[src/rtl/mht_pkg.sv]
// Shared types, codes and helpers for the min-heap timer queue.
package mht_pkg;

  localparam int CAPACITY_DEF = 32;
  localparam int ID_SPACE_DEF = 256;

  localparam int CMD_W       = 3;
  localparam int ID_W        = 8;
  localparam int TIMEOUT_W   = 31;
  localparam int TIME_W      = 32;
  localparam int KIND_W      = 2;
  localparam int STATUS_W    = 2;
  localparam int IN_TDATA_W  = 80;
  localparam int OUT_TDATA_W = 48;
  localparam int ENTRY_W     = ID_W + TIME_W;

  typedef enum logic [CMD_W-1:0] {
    CMD_ADD    = 3'd0,
    CMD_ADJUST = 3'd1,
    CMD_FIRE   = 3'd2,
    CMD_TICK   = 3'd3,
    CMD_QUERY  = 3'd4,
    CMD_CLEAR  = 3'd5
  } cmd_t;

  typedef enum logic [KIND_W-1:0] {
    KIND_FIRED = 2'd0,
    KIND_DONE  = 2'd1,
    KIND_NEXT  = 2'd2
  } kind_t;

  typedef enum logic [STATUS_W-1:0] {
    STAT_OK      = 2'd0,
    STAT_UNKNOWN = 2'd1,
    STAT_FULL    = 2'd2
  } status_t;

  // Datapath operation for the current cycle, chosen by the controller.
  typedef enum logic [4:0] {
    OP_IDLE, OP_LOAD, OP_DISP, OP_RDSLOT, OP_SLOTD, OP_APPEND,
    OP_DN, OP_DNL, OP_DNR, OP_DNCMP, OP_UP, OP_UPCMP, OP_PLACE,
    OP_FEMIT, OP_RM, OP_RMD, OP_TCHK, OP_TCHKD, OP_QANS, OP_CLEAR, OP_DONE
  } dp_op_t;

  typedef struct packed {
    logic [CMD_W-1:0] cmd;
    logic known;
    logic in_range;
    logic full;
    logic no_child;
    logic has_right;
    logic child_earlier;
    logic at_root;
    logic beats_parent;
    logic rm_keep;
    logic empty;
    logic due;
    logic moved;
    logic out_free;
  } dp_stat_t;

  // a comes before b when the signed difference is negative.
  function automatic logic earlier(input logic [TIME_W-1:0] a, input logic [TIME_W-1:0] b);
    logic [TIME_W-1:0] d;
    d = a - b;
    return d[TIME_W-1];
  endfunction

endpackage

[src/rtl/mht_ram.sv]
// Generic single-write, single-read RAM with registered read data.
module mht_ram #(
  parameter int WIDTH = 8,
  parameter int DEPTH = 32
) (
  input  logic                     clk,
  input  logic                     we,
  input  logic [$clog2(DEPTH)-1:0] waddr,
  input  logic [WIDTH-1:0]         wdata,
  input  logic [$clog2(DEPTH)-1:0] raddr,
  output logic [WIDTH-1:0]         rdata
);

  logic [WIDTH-1:0] mem [DEPTH];

  always_ff @(posedge clk) begin
    if (we) begin
      mem[waddr] <= wdata;
    end
    rdata <= mem[raddr];
  end

endmodule

[src/rtl/mht_datapath.sv]
// Heap storage, id tables, working registers and result register of the timer queue.
module mht_datapath #(
  parameter int CAPACITY = mht_pkg::CAPACITY_DEF,
  parameter int ID_SPACE = mht_pkg::ID_SPACE_DEF
) (
  input  logic                               clk,
  input  logic                               rst_n,
  input  mht_pkg::dp_op_t                    op,
  output mht_pkg::dp_stat_t                  stat,
  input  logic [mht_pkg::IN_TDATA_W-1:0]     in_tdata,
  output logic                               out_tvalid,
  input  logic                               out_tready,
  output logic [mht_pkg::OUT_TDATA_W-1:0]    out_tdata,
  output logic [mht_pkg::KIND_W-1:0]         out_tuser,
  output logic                               out_tlast
);
  import mht_pkg::*;

  localparam int AW = $clog2(CAPACITY);
  localparam int CW = $clog2(CAPACITY + 1);
  localparam int IW = $clog2(ID_SPACE);

  logic [CMD_W-1:0]     cmd_r;
  logic [ID_W-1:0]      id_r;
  logic [TIME_W-1:0]    exp_r, now_r;
  logic [AW-1:0]        k_r, c_r;
  logic [TIME_W-1:0]    x_exp_r, ec_exp_r;
  logic [ID_W-1:0]      x_own_r, ec_own_r, rm_own_r;
  logic                 moved_r;
  logic [CW-1:0]        cnt_r;
  logic [ID_SPACE-1:0]  present_r;
  logic [TIMEOUT_W-1:0] rem_r;
  logic [STATUS_W-1:0]  status_r;
  logic                 ov_r;
  logic [OUT_TDATA_W-1:0] od_r;
  logic [KIND_W-1:0]    ou_r;
  logic                 ol_r;

  logic                 h_we;
  logic [AW-1:0]        h_waddr, h_raddr;
  logic [ENTRY_W-1:0]   h_wdata, h_rdata;
  logic                 s_we;
  logic [IW-1:0]        s_waddr, s_raddr;
  logic [AW-1:0]        s_rdata;

  logic [TIME_W-1:0]    rd_exp;
  logic [ID_W-1:0]      rd_own;
  logic [AW+1:0]        child, right, cnt_x;
  logic [AW-1:0]        parent;
  logic [TIME_W-1:0]    due_d;
  logic [IW-1:0]        id_idx;
  logic                 in_range, known, out_free, emit_load;
  logic [OUT_TDATA_W-1:0] emit_data;
  logic [KIND_W-1:0]    emit_kind;

  mht_ram #(.WIDTH(ENTRY_W), .DEPTH(CAPACITY)) u_heap (
    .clk(clk), .we(h_we), .waddr(h_waddr), .wdata(h_wdata),
    .raddr(h_raddr), .rdata(h_rdata)
  );

  mht_ram #(.WIDTH(AW), .DEPTH(ID_SPACE)) u_slot (
    .clk(clk), .we(s_we), .waddr(s_waddr), .wdata(k_r),
    .raddr(s_raddr), .rdata(s_rdata)
  );

  assign rd_exp   = h_rdata[TIME_W-1:0];
  assign rd_own   = h_rdata[ENTRY_W-1:TIME_W];
  assign child    = {1'b0, k_r, 1'b1};
  assign right    = child + 1'b1;
  assign cnt_x    = (AW+2)'(cnt_r);
  assign parent   = AW'((k_r - 1'b1) >> 1);
  assign due_d    = rd_exp - now_r;
  assign id_idx   = IW'(id_r);
  assign in_range = int'(id_r) < ID_SPACE;
  assign known    = in_range && present_r[id_idx];
  assign out_free = !ov_r || out_tready;

  always_comb begin
    stat.cmd           = cmd_r;
    stat.known         = known;
    stat.in_range      = in_range;
    stat.full          = int'(cnt_r) >= CAPACITY;
    stat.no_child      = child >= cnt_x;
    stat.has_right     = right < cnt_x;
    stat.child_earlier = earlier(ec_exp_r, x_exp_r);
    stat.at_root       = k_r == '0;
    stat.beats_parent  = earlier(x_exp_r, rd_exp);
    stat.rm_keep       = CW'(k_r) < (cnt_r - 1'b1);
    stat.empty         = cnt_r == '0;
    stat.due           = (due_d == '0) || due_d[TIME_W-1];
    stat.moved         = moved_r;
    stat.out_free      = out_free;
  end

  // Heap and slot table ports.
  always_comb begin
    h_raddr = '0;
    unique case (op)
      OP_DN:   h_raddr = child[AW-1:0];
      OP_DNL:  h_raddr = right[AW-1:0];
      OP_UP:   h_raddr = parent;
      OP_RM:   h_raddr = AW'(cnt_r - 1'b1);
      default: h_raddr = '0;
    endcase
    h_we    = 1'b0;
    h_waddr = k_r;
    h_wdata = {x_own_r, x_exp_r};
    s_we    = 1'b0;
    s_waddr = IW'(x_own_r);
    if (op == OP_DNCMP && stat.child_earlier) begin
      h_we    = 1'b1;
      h_wdata = {ec_own_r, ec_exp_r};
      s_we    = 1'b1;
      s_waddr = IW'(ec_own_r);
    end else if (op == OP_UPCMP && stat.beats_parent) begin
      h_we    = 1'b1;
      h_wdata = h_rdata;
      s_we    = 1'b1;
      s_waddr = IW'(rd_own);
    end else if (op == OP_PLACE) begin
      h_we = 1'b1;
      s_we = 1'b1;
    end
    s_raddr = id_idx;
  end

  // Result item to load into the output register.
  always_comb begin
    emit_load = 1'b0;
    emit_kind = KIND_DONE;
    emit_data = '0;
    unique case (op)
      OP_FEMIT: begin
        emit_load = out_free;
        emit_kind = KIND_FIRED;
        emit_data = OUT_TDATA_W'(rm_own_r);
      end
      OP_QANS: begin
        emit_load = out_free;
        emit_kind = KIND_NEXT;
        emit_data = OUT_TDATA_W'({stat.empty, rem_r, {ID_W{1'b0}}});
      end
      OP_DONE: begin
        emit_load = out_free;
        emit_kind = KIND_DONE;
        emit_data = OUT_TDATA_W'({status_r, 1'b0, {TIMEOUT_W{1'b0}}, {ID_W{1'b0}}});
      end
      default: emit_load = 1'b0;
    endcase
  end

  always_ff @(posedge clk) begin
    if (!rst_n) begin
      cnt_r     <= '0;
      present_r <= '0;
      ov_r      <= 1'b0;
    end else begin
      if (emit_load) begin
        ov_r <= 1'b1;
      end else if (out_tready) begin
        ov_r <= 1'b0;
      end
      unique case (op)
        OP_APPEND: begin
          cnt_r             <= cnt_r + 1'b1;
          present_r[id_idx] <= 1'b1;
        end
        OP_RM: begin
          cnt_r                     <= cnt_r - 1'b1;
          present_r[IW'(rm_own_r)] <= 1'b0;
        end
        OP_CLEAR: begin
          cnt_r     <= '0;
          present_r <= '0;
        end
        default: ;
      endcase
    end
  end

  always_ff @(posedge clk) begin
    if (emit_load) begin
      od_r <= emit_data;
      ou_r <= emit_kind;
      ol_r <= op != OP_FEMIT;
    end
    unique case (op)
      OP_LOAD: begin
        cmd_r <= in_tdata[2:0];
        id_r  <= in_tdata[10:3];
        now_r <= in_tdata[73:42];
        exp_r <= in_tdata[73:42] + TIME_W'(in_tdata[41:11]);
      end
      OP_DISP: begin
        rem_r    <= '0;
        status_r <= STAT_OK;
        if ((cmd_r == CMD_ADD && !in_range) ||
            ((cmd_r == CMD_ADJUST || cmd_r == CMD_FIRE) && !known)) begin
          status_r <= STAT_UNKNOWN;
        end else if (cmd_r == CMD_ADD && !known && stat.full) begin
          status_r <= STAT_FULL;
        end
      end
      OP_SLOTD: begin
        k_r      <= s_rdata;
        moved_r  <= 1'b0;
        x_exp_r  <= exp_r;
        x_own_r  <= id_r;
        rm_own_r <= id_r;
      end
      OP_APPEND: begin
        k_r     <= AW'(cnt_r);
        moved_r <= 1'b0;
        x_exp_r <= exp_r;
        x_own_r <= id_r;
      end
      OP_DNL: begin
        ec_exp_r <= rd_exp;
        ec_own_r <= rd_own;
        c_r      <= child[AW-1:0];
      end
      OP_DNR: begin
        if (earlier(rd_exp, ec_exp_r)) begin
          ec_exp_r <= rd_exp;
          ec_own_r <= rd_own;
          c_r      <= c_r + 1'b1;
        end
      end
      OP_DNCMP: begin
        if (stat.child_earlier) begin
          k_r     <= c_r;
          moved_r <= 1'b1;
        end
      end
      OP_UPCMP: begin
        if (stat.beats_parent) begin
          k_r <= parent;
        end
      end
      OP_RMD: begin
        x_exp_r <= rd_exp;
        x_own_r <= rd_own;
        moved_r <= 1'b0;
      end
      OP_TCHKD: begin
        if (stat.due) begin
          rm_own_r <= rd_own;
          k_r      <= '0;
        end else begin
          rem_r <= due_d[TIMEOUT_W-1:0];
        end
      end
      default: ;
    endcase
  end

  assign out_tvalid = ov_r;
  assign out_tdata  = od_r;
  assign out_tuser  = ou_r;
  assign out_tlast  = ol_r;

endmodule

[src/rtl/mht_ctrl.sv]
// Command sequencer of the timer queue: one-hot state machine driving the datapath.
module mht_ctrl (
  input  logic              clk,
  input  logic              rst_n,
  input  logic              in_tvalid,
  output logic              in_tready,
  input  mht_pkg::dp_stat_t stat,
  output mht_pkg::dp_op_t   op
);
  import mht_pkg::*;

  typedef enum logic [19:0] {
    ST_IDLE   = 20'h00001, ST_DISP  = 20'h00002, ST_RDSLOT = 20'h00004,
    ST_SLOTD  = 20'h00008, ST_APPEND = 20'h00010, ST_DN    = 20'h00020,
    ST_DNL    = 20'h00040, ST_DNR   = 20'h00080, ST_DNCMP  = 20'h00100,
    ST_UP     = 20'h00200, ST_UPCMP = 20'h00400, ST_PLACE  = 20'h00800,
    ST_FEMIT  = 20'h01000, ST_RM    = 20'h02000, ST_RMD    = 20'h04000,
    ST_TCHK   = 20'h08000, ST_TCHKD = 20'h10000, ST_QANS   = 20'h20000,
    ST_CLEAR  = 20'h40000, ST_DONE  = 20'h80000
  } state_t;

  state_t state_r, state_nxt;
  logic   is_tick, is_query;
  state_t tick_end, sift_end;

  assign is_query  = stat.cmd == CMD_QUERY;
  assign is_tick   = stat.cmd == CMD_TICK || is_query;
  assign tick_end  = is_query ? ST_QANS : ST_DONE;
  assign sift_end  = stat.moved ? ST_PLACE : ST_UP;
  assign in_tready = state_r == ST_IDLE;

  always_comb begin
    state_nxt = state_r;
    op        = OP_IDLE;
    unique case (state_r)
      ST_IDLE: begin
        if (in_tvalid) begin
          op        = OP_LOAD;
          state_nxt = ST_DISP;
        end
      end
      ST_DISP: begin
        op = OP_DISP;
        if (stat.cmd == CMD_ADD) begin
          if (!stat.in_range) begin
            state_nxt = ST_DONE;
          end else if (stat.known) begin
            state_nxt = ST_RDSLOT;
          end else if (stat.full) begin
            state_nxt = ST_DONE;
          end else begin
            state_nxt = ST_APPEND;
          end
        end else if (stat.cmd == CMD_ADJUST || stat.cmd == CMD_FIRE) begin
          state_nxt = stat.known ? ST_RDSLOT : ST_DONE;
        end else if (is_tick) begin
          state_nxt = ST_TCHK;
        end else if (stat.cmd == CMD_CLEAR) begin
          state_nxt = ST_CLEAR;
        end else begin
          state_nxt = ST_DONE;
        end
      end
      ST_RDSLOT: begin
        op        = OP_RDSLOT;
        state_nxt = ST_SLOTD;
      end
      ST_SLOTD: begin
        op        = OP_SLOTD;
        state_nxt = (stat.cmd == CMD_FIRE) ? ST_FEMIT : ST_DN;
      end
      ST_APPEND: begin
        op        = OP_APPEND;
        state_nxt = ST_DN;
      end
      ST_DN: begin
        op        = OP_DN;
        state_nxt = stat.no_child ? sift_end : ST_DNL;
      end
      ST_DNL: begin
        op        = OP_DNL;
        state_nxt = stat.has_right ? ST_DNR : ST_DNCMP;
      end
      ST_DNR: begin
        op        = OP_DNR;
        state_nxt = ST_DNCMP;
      end
      ST_DNCMP: begin
        op        = OP_DNCMP;
        state_nxt = stat.child_earlier ? ST_DN : sift_end;
      end
      ST_UP: begin
        op        = OP_UP;
        state_nxt = stat.at_root ? ST_PLACE : ST_UPCMP;
      end
      ST_UPCMP: begin
        op        = OP_UPCMP;
        state_nxt = stat.beats_parent ? ST_UP : ST_PLACE;
      end
      ST_PLACE: begin
        op        = OP_PLACE;
        state_nxt = is_tick ? ST_TCHK : ST_DONE;
      end
      ST_FEMIT: begin
        op = OP_FEMIT;
        if (stat.out_free) begin
          state_nxt = ST_RM;
        end
      end
      ST_RM: begin
        op = OP_RM;
        if (stat.rm_keep) begin
          state_nxt = ST_RMD;
        end else begin
          state_nxt = is_tick ? ST_TCHK : ST_DONE;
        end
      end
      ST_RMD: begin
        op        = OP_RMD;
        state_nxt = ST_DN;
      end
      ST_TCHK: begin
        op        = OP_TCHK;
        state_nxt = stat.empty ? tick_end : ST_TCHKD;
      end
      ST_TCHKD: begin
        op        = OP_TCHKD;
        state_nxt = stat.due ? ST_FEMIT : tick_end;
      end
      ST_QANS: begin
        op = OP_QANS;
        if (stat.out_free) begin
          state_nxt = ST_IDLE;
        end
      end
      ST_CLEAR: begin
        op        = OP_CLEAR;
        state_nxt = ST_DONE;
      end
      ST_DONE: begin
        op = OP_DONE;
        if (stat.out_free) begin
          state_nxt = ST_IDLE;
        end
      end
      default: begin
        op        = OP_IDLE;
        state_nxt = ST_IDLE;
      end
    endcase
  end

  always_ff @(posedge clk) begin
    if (!rst_n) begin
      state_r <= ST_IDLE;
    end else begin
      state_r <= state_nxt;
    end
  end

endmodule

[src/rtl/min_heap_timer_queue_top.sv]
// Top level of the min-heap timer queue: controller, datapath and stream ports.
// Timing: the done item of a command appears later for each level sifted down or up, and each
// fired timer adds its own removal from the heap before the done item.
// Throughput: one command at a time; the single read port of the heap memory sets the pace.
// Reset: synchronous, active low; empties the queue and the output register at once.
module min_heap_timer_queue_top #(
  parameter int CAPACITY = mht_pkg::CAPACITY_DEF,
  parameter int ID_SPACE = mht_pkg::ID_SPACE_DEF
) (
  input  logic                            clk,
  input  logic                            rst_n,
  input  logic                            in_tvalid,
  output logic                            in_tready,
  // command[2:0], timer_id[10:3], timeout_ms[41:11], now_ms[73:42], zero fill above
  input  logic [mht_pkg::IN_TDATA_W-1:0]  in_tdata,
  output logic                            out_tvalid,
  input  logic                            out_tready,
  // fired_id[7:0], remaining_ms[38:8], queue_empty[39], status[41:40], zero fill above
  output logic [mht_pkg::OUT_TDATA_W-1:0] out_tdata,
  // kind[1:0]
  output logic [mht_pkg::KIND_W-1:0]      out_tuser,
  // set on the final result item of a command
  output logic                            out_tlast
);
  import mht_pkg::*;

  // Heap and slot memories are not cleared; only entries of present timers are ever used.
  dp_op_t   op;
  dp_stat_t stat;

  // The controller walks each command through its heap operations; the result register in
  // the datapath lets the next command be taken while the final item still waits.
  mht_ctrl u_ctrl (
    .clk(clk), .rst_n(rst_n), .in_tvalid(in_tvalid), .in_tready(in_tready),
    .stat(stat), .op(op)
  );

  mht_datapath #(.CAPACITY(CAPACITY), .ID_SPACE(ID_SPACE)) u_dp (
    .clk(clk), .rst_n(rst_n), .op(op), .stat(stat), .in_tdata(in_tdata),
    .out_tvalid(out_tvalid), .out_tready(out_tready), .out_tdata(out_tdata),
    .out_tuser(out_tuser), .out_tlast(out_tlast)
  );

endmodule
[config.mk]
export PLATFORM = sky130hd
export DESIGN_NAME = min_heap_timer_queue_top
export DESIGN_NICKNAME = d
export VERILOG_FILES = /design/src/rtl/mht_pkg.sv /design/src/rtl/mht_ram.sv /design/src/rtl/mht_datapath.sv /design/src/rtl/mht_ctrl.sv /design/src/rtl/min_heap_timer_queue_top.sv
export SDC_FILE = /design/constraint.sdc
export NUM_CORES = 2
export LEC_CHECK = 0
export BUFFER_PORTS_ARGS = -buffer_cell sky130_fd_sc_hd__buf_2
export CAP_MARGIN = 25
export CELL_PAD_IN_SITES_DETAIL_PLACEMENT = 1
export CELL_PAD_IN_SITES_GLOBAL_PLACEMENT = 1
export CORE_UTILIZATION = 50
export DETAILED_ROUTE_END_ITERATION = 10
export PLACE_DENSITY = 0.72
export SYNTH_ARGS = -nofsm -noshare
export SYNTH_HDL_FRONTEND = slang
export SYNTH_SLANG_ARGS = --single-unit
[constraint.sdc]
create_clock -name clk -period 11.7 [get_ports clk]
set_input_delay 1.17 -clock clk [delete_from_list [all_inputs] [get_ports clk]]
set_output_delay 1.17 -clock clk [all_outputs]
set_load 0.05 [all_outputs]
==> summary.md <==
| Metric | Value |
|---|---|
| Status | `complete, no violations` |
| Largest family of logic cells by synthesized area | `multiplexers` |
| H-tree levels | `5` |
| # nets final | `8169` |
| DIE AREA | `0.262 mm2` |
| Critical path data required time | `12.27 ns` |
| Simple-gate portion of the synthesized area | `0.0612` |
| Drt initial violations | `8913` |
| Clk pin slew, worst setup/hold paths | `0.06 ns` |
| Core area | `0.258 mm2` |
| Cts bufs inserted | `331` |
| Clk root buf | `clkbuf_16` |
| Share of layout cells above drive strength 1 | `0.221` |
| Finished Cell Area | `0.145 mm2` |
| Cts repair resizes | `0` |
| Area after DPL | `0.135 mm2` |
| Die W | `512 um` |
| Final setup violation count | `0` |
| FF-to-FF Start | `u_dp.u_heap.rdata[1]$_DFF_P_` |
| Min cycle time layout | `6.50 ns` |
| GPL Wtd Cong | `0.863` |
| Avg WL per Cell | `31.6 um` |
| Final hold viol count | `0` |
| Post-CTS Setup Repair Bufs | `0` |
| Total power | `23.3 mW` |
| Top FF cell, synth | `edfxtp_1` |
| Crit path DAT | `7.06 ns` |
| Complex-gate fraction of the synthesized area | `0.0553` |
| Routed Antenna Nets | `0` |
| Final period util | `0.555` |
| Setup TNS | `0 ns` |
| Hold_buf cts | `0` |
| Leading area contributor after synthesis | `edfxtp_1` |
| Worst-margin pin slew | `1.34 ns` |
| Worst vdd ir | `163 uV` |
| Pin count of the biggest net entering global routing | `193` |
| DIE HEIGHT | `512 um` |
| Via-per-instance ratio | `6.46` |
| TritonCTS clock tree | `done` |
| Antenna violations before repair | `22` |
| Relative slew slack | `0.105` |
| Worst-path maximum fanout | `41` |
| Slew Limit Fails | `0` |
| Clock Skews | `0.0503 ns` |
| Startpoint Class | `flop` |
| Cell area power density | `160 mW/mm2` |
| Share of the synthesized area in the top cell type | `0.650` |
| Number of global-route vias before repair | `77793` |
| Crit Path Category | `flop to flop` |
| FF-to-FF path depth | `14` |
| Detailed placement HPWL | `215 mm` |
| Multiplexer area fraction after synthesis | `0.139` |
| Final Util | `0.565` |
| Port buffer count | `124` |
| Synth Register Bits | `3140` |
| Max Cap Violations | `0` |
| Synth area leaders | `edfxtp_1 (65%), mux4_2 (13%), dfxtp_1 (5.1%)` |
| Ys async rst share | `0` |
| Worst min path class | `primary input to flop` |
| Clk sinks | `3140` |
| Netlist Area Pre-Place | `0.130 mm2` |
| DR DRC count | `0` |
| Via Count | `74507` |
| Worst Hold Launch | `in_tdata[7]` |
| Hold path depth | `1` |
| GR Util All Layers | `0.278` |
| Fmax | `154 MHz` |
| Area Overhead vs Synth | `11.9%` |
| Initial core utilization | `0.504` |
| Syn avg cell area | `16.9 um2` |
| Critical Path Start | `u_dp.u_heap.rdata[1]$_DFF_P_` |
| Routed wire length | `365 mm` |
| Gate Count Post-Synth | `7713` |
| Register area share after synthesis | `0.700` |
| Hold slack | `0.404 ns` |
| First-pass GRT wire length | `533 mm` |
| Total leakage power | `46.8 nW` |
| Clock Latency Late Sink | `0.96 ns` |
| I/O pin cnt | `137` |
| Yosys cell types | `101` |
| Synth warn | `0` |
| FF-to-FF setup slack | `5.20 ns` |
| CP Capture Type | `flop` |
| Fraction of the mapped netlist area in adder cells | `0.0171` |
| Post-synth EDFFs | `2812` |
| Post-Synth XOR/XNOR Area | `0.00472` |
| GRT overflow | `0` |
| Max Buffers Root-to-Sink | `4` |
| Rows | `186` |
| RSZ-0062 raised after global routing | `no` |
| Router iterations before antenna repair | `5` |
==> metal layers <==
layer	routed length, um	up-vias	GRT usage
met1	152000	39544	0.401
li1	-	30933	-
met3	30500	616	0.0445
met4	9530	6	0.0770
met2	173000	3408	0.440
met5	35	-	0
==> layout by cell type, fill, tap and decap left out, types with 21 or more instances in the layout <==
master     Yosys  routed
buf_2        166     126
dfxtp_1      328     328
bufinv_16      0      25
xor2_1        22      22
a221oi_1      41      41
clkbuf_16      0     341
nand2_1      595     591
o21ai_0       77      76
a21oi_2       31      55
clkbuf_1     212      58
buf_4         27     159
xnor2_1       48      48
nor2_1       534     501
a211oi_2      40      40
nor2b_1       27      25
a211oi_1     236     236
mux2_2        54      54
a21o_1        43      43
and3_1        25      25
clkinv_1       2      65
a21oi_1      401     369
inv_1        170     169
edfxtp_1    2812    2812
nand2b_1      46      31
mux4_2       736     736
clkinv_2       0      58
nor2_4         0      33
o22ai_1       41      41
nor3_1        60      46
nand4_1       46      46
mux2i_1       92      90
buf_12         0      21
and2_1        45      44
nand3_1      235     234
ha_1         174     174
==> registers in the layout (all words and copies together), names as in the netlist, 6 cells and up <==
signal             flops
u_dp.rm_own_r          8
u_dp.out_tdata        42
u_dp.now_r            32
u_dp.cnt_r             6
u_dp.ec_exp_r         32
u_dp.u_heap.rdata     40
u_dp.id_idx            8
u_dp.x_own_r           8
u_dp.ec_own_r          8
u_dp.x_exp_r          32
u_dp.u_heap.mem     1280
u_dp.u_slot.mem     1280
u_ctrl.state_r        20
u_dp.rem_r            31
u_dp.present_r       256
u_dp.exp_r            32
==> worst max-delay path: stages, from the launching register on <==
cell and delay (ns):
dfxtp_1 0.45, inv_1 0.16, ha_1 0.31, nand2_1 0.05, o21ai_0 0.23, a221oi_1 0.15, o21ai_0 0.62, a31o_1 0.39
mux2i_4 0.71, nand3_1 0.15, and3_1 0.34, inv_2 0.59, nand4_1 0.48, nand2b_2 0.83, nor2_1 0.64
==> kinds of logic after synthesis <==
logic type / count (synthesis)
mux: 884
buf+inv: 637
other cells: 1
fa+ha+maj: 176
simple gates: 1736
xor+xnor: 70
compound gates: 1069
flops: 3140
==> cells in the mapped netlist (all sizes together) (5+ instances only) <==
library cell     n
nand4           46
dfxtp          328
a21boi           5
a21o            43
o22ai           41
nand3b          17
o2111ai          8
mux2            56
a2111oi          8
a31oi           16
xor2            22
nand2          597
o21ai           85
o211ai          15
a211o            5
a211oi         276
edfxtp        2812
or4              9
or3             14
buf            248
or2             14
mux4           736
nor3            64
nand2b          46
and3            25
inv            175
o21a            19
a221oi          41
a311oi           8
nor2b           27
ha             174
o221ai           7
a21oi          432
and2            46
and4             5
nand3          238
o21bai          11
nor3b            9
mux2i           92
clkbuf         212
xnor2           48
nor2           544
nor4            19
==> final timing paths <==
path | to
worst min-delay path | u_dp.id_idx[4]$_DFFE_PN_
worst min register to register | u_dp.ec_exp_r[0]$_DFFE_PP_
worst max register to register | u_dp.u_slot.mem[164][4]$_DFFE_PP_
worst max-delay path | u_dp.u_slot.mem[164][4]$_DFFE_PP_
==> cell type report <==
class / count / area [um2]
Clock inverter: 174 / 1510
Tap cell: 3384 / 4230
Sequential cell: 3140 / 91000
Fill cell: 23057 / 112000
Antenna cell: 3 / 7.51
Clock buffer: 402 / 8780
Multi-Input combinational cell: 3941 / 36800
Inverter: 177 / 664
Timing Repair Buffer: 318 / 2450
==> per-stage QoR <==
stage	setup WS (ns)	std cells
after global routing	5.01	11537
after CTS	5.23	11518
after detailed placement	5.25	10942
final	5.20	11539
after floorplan	4.18	7718
after global placement	5.44	10932
==> where the power goes <==
part | total, mW | switching (mW) | internal [mW]
registers | 12.1 | 0.0191 | 12.1
logic | 1.01 | 0.594 | 0.412
clock network | 10.1 | 4.27 | 5.88
Power figures use the tool's default switching activity.
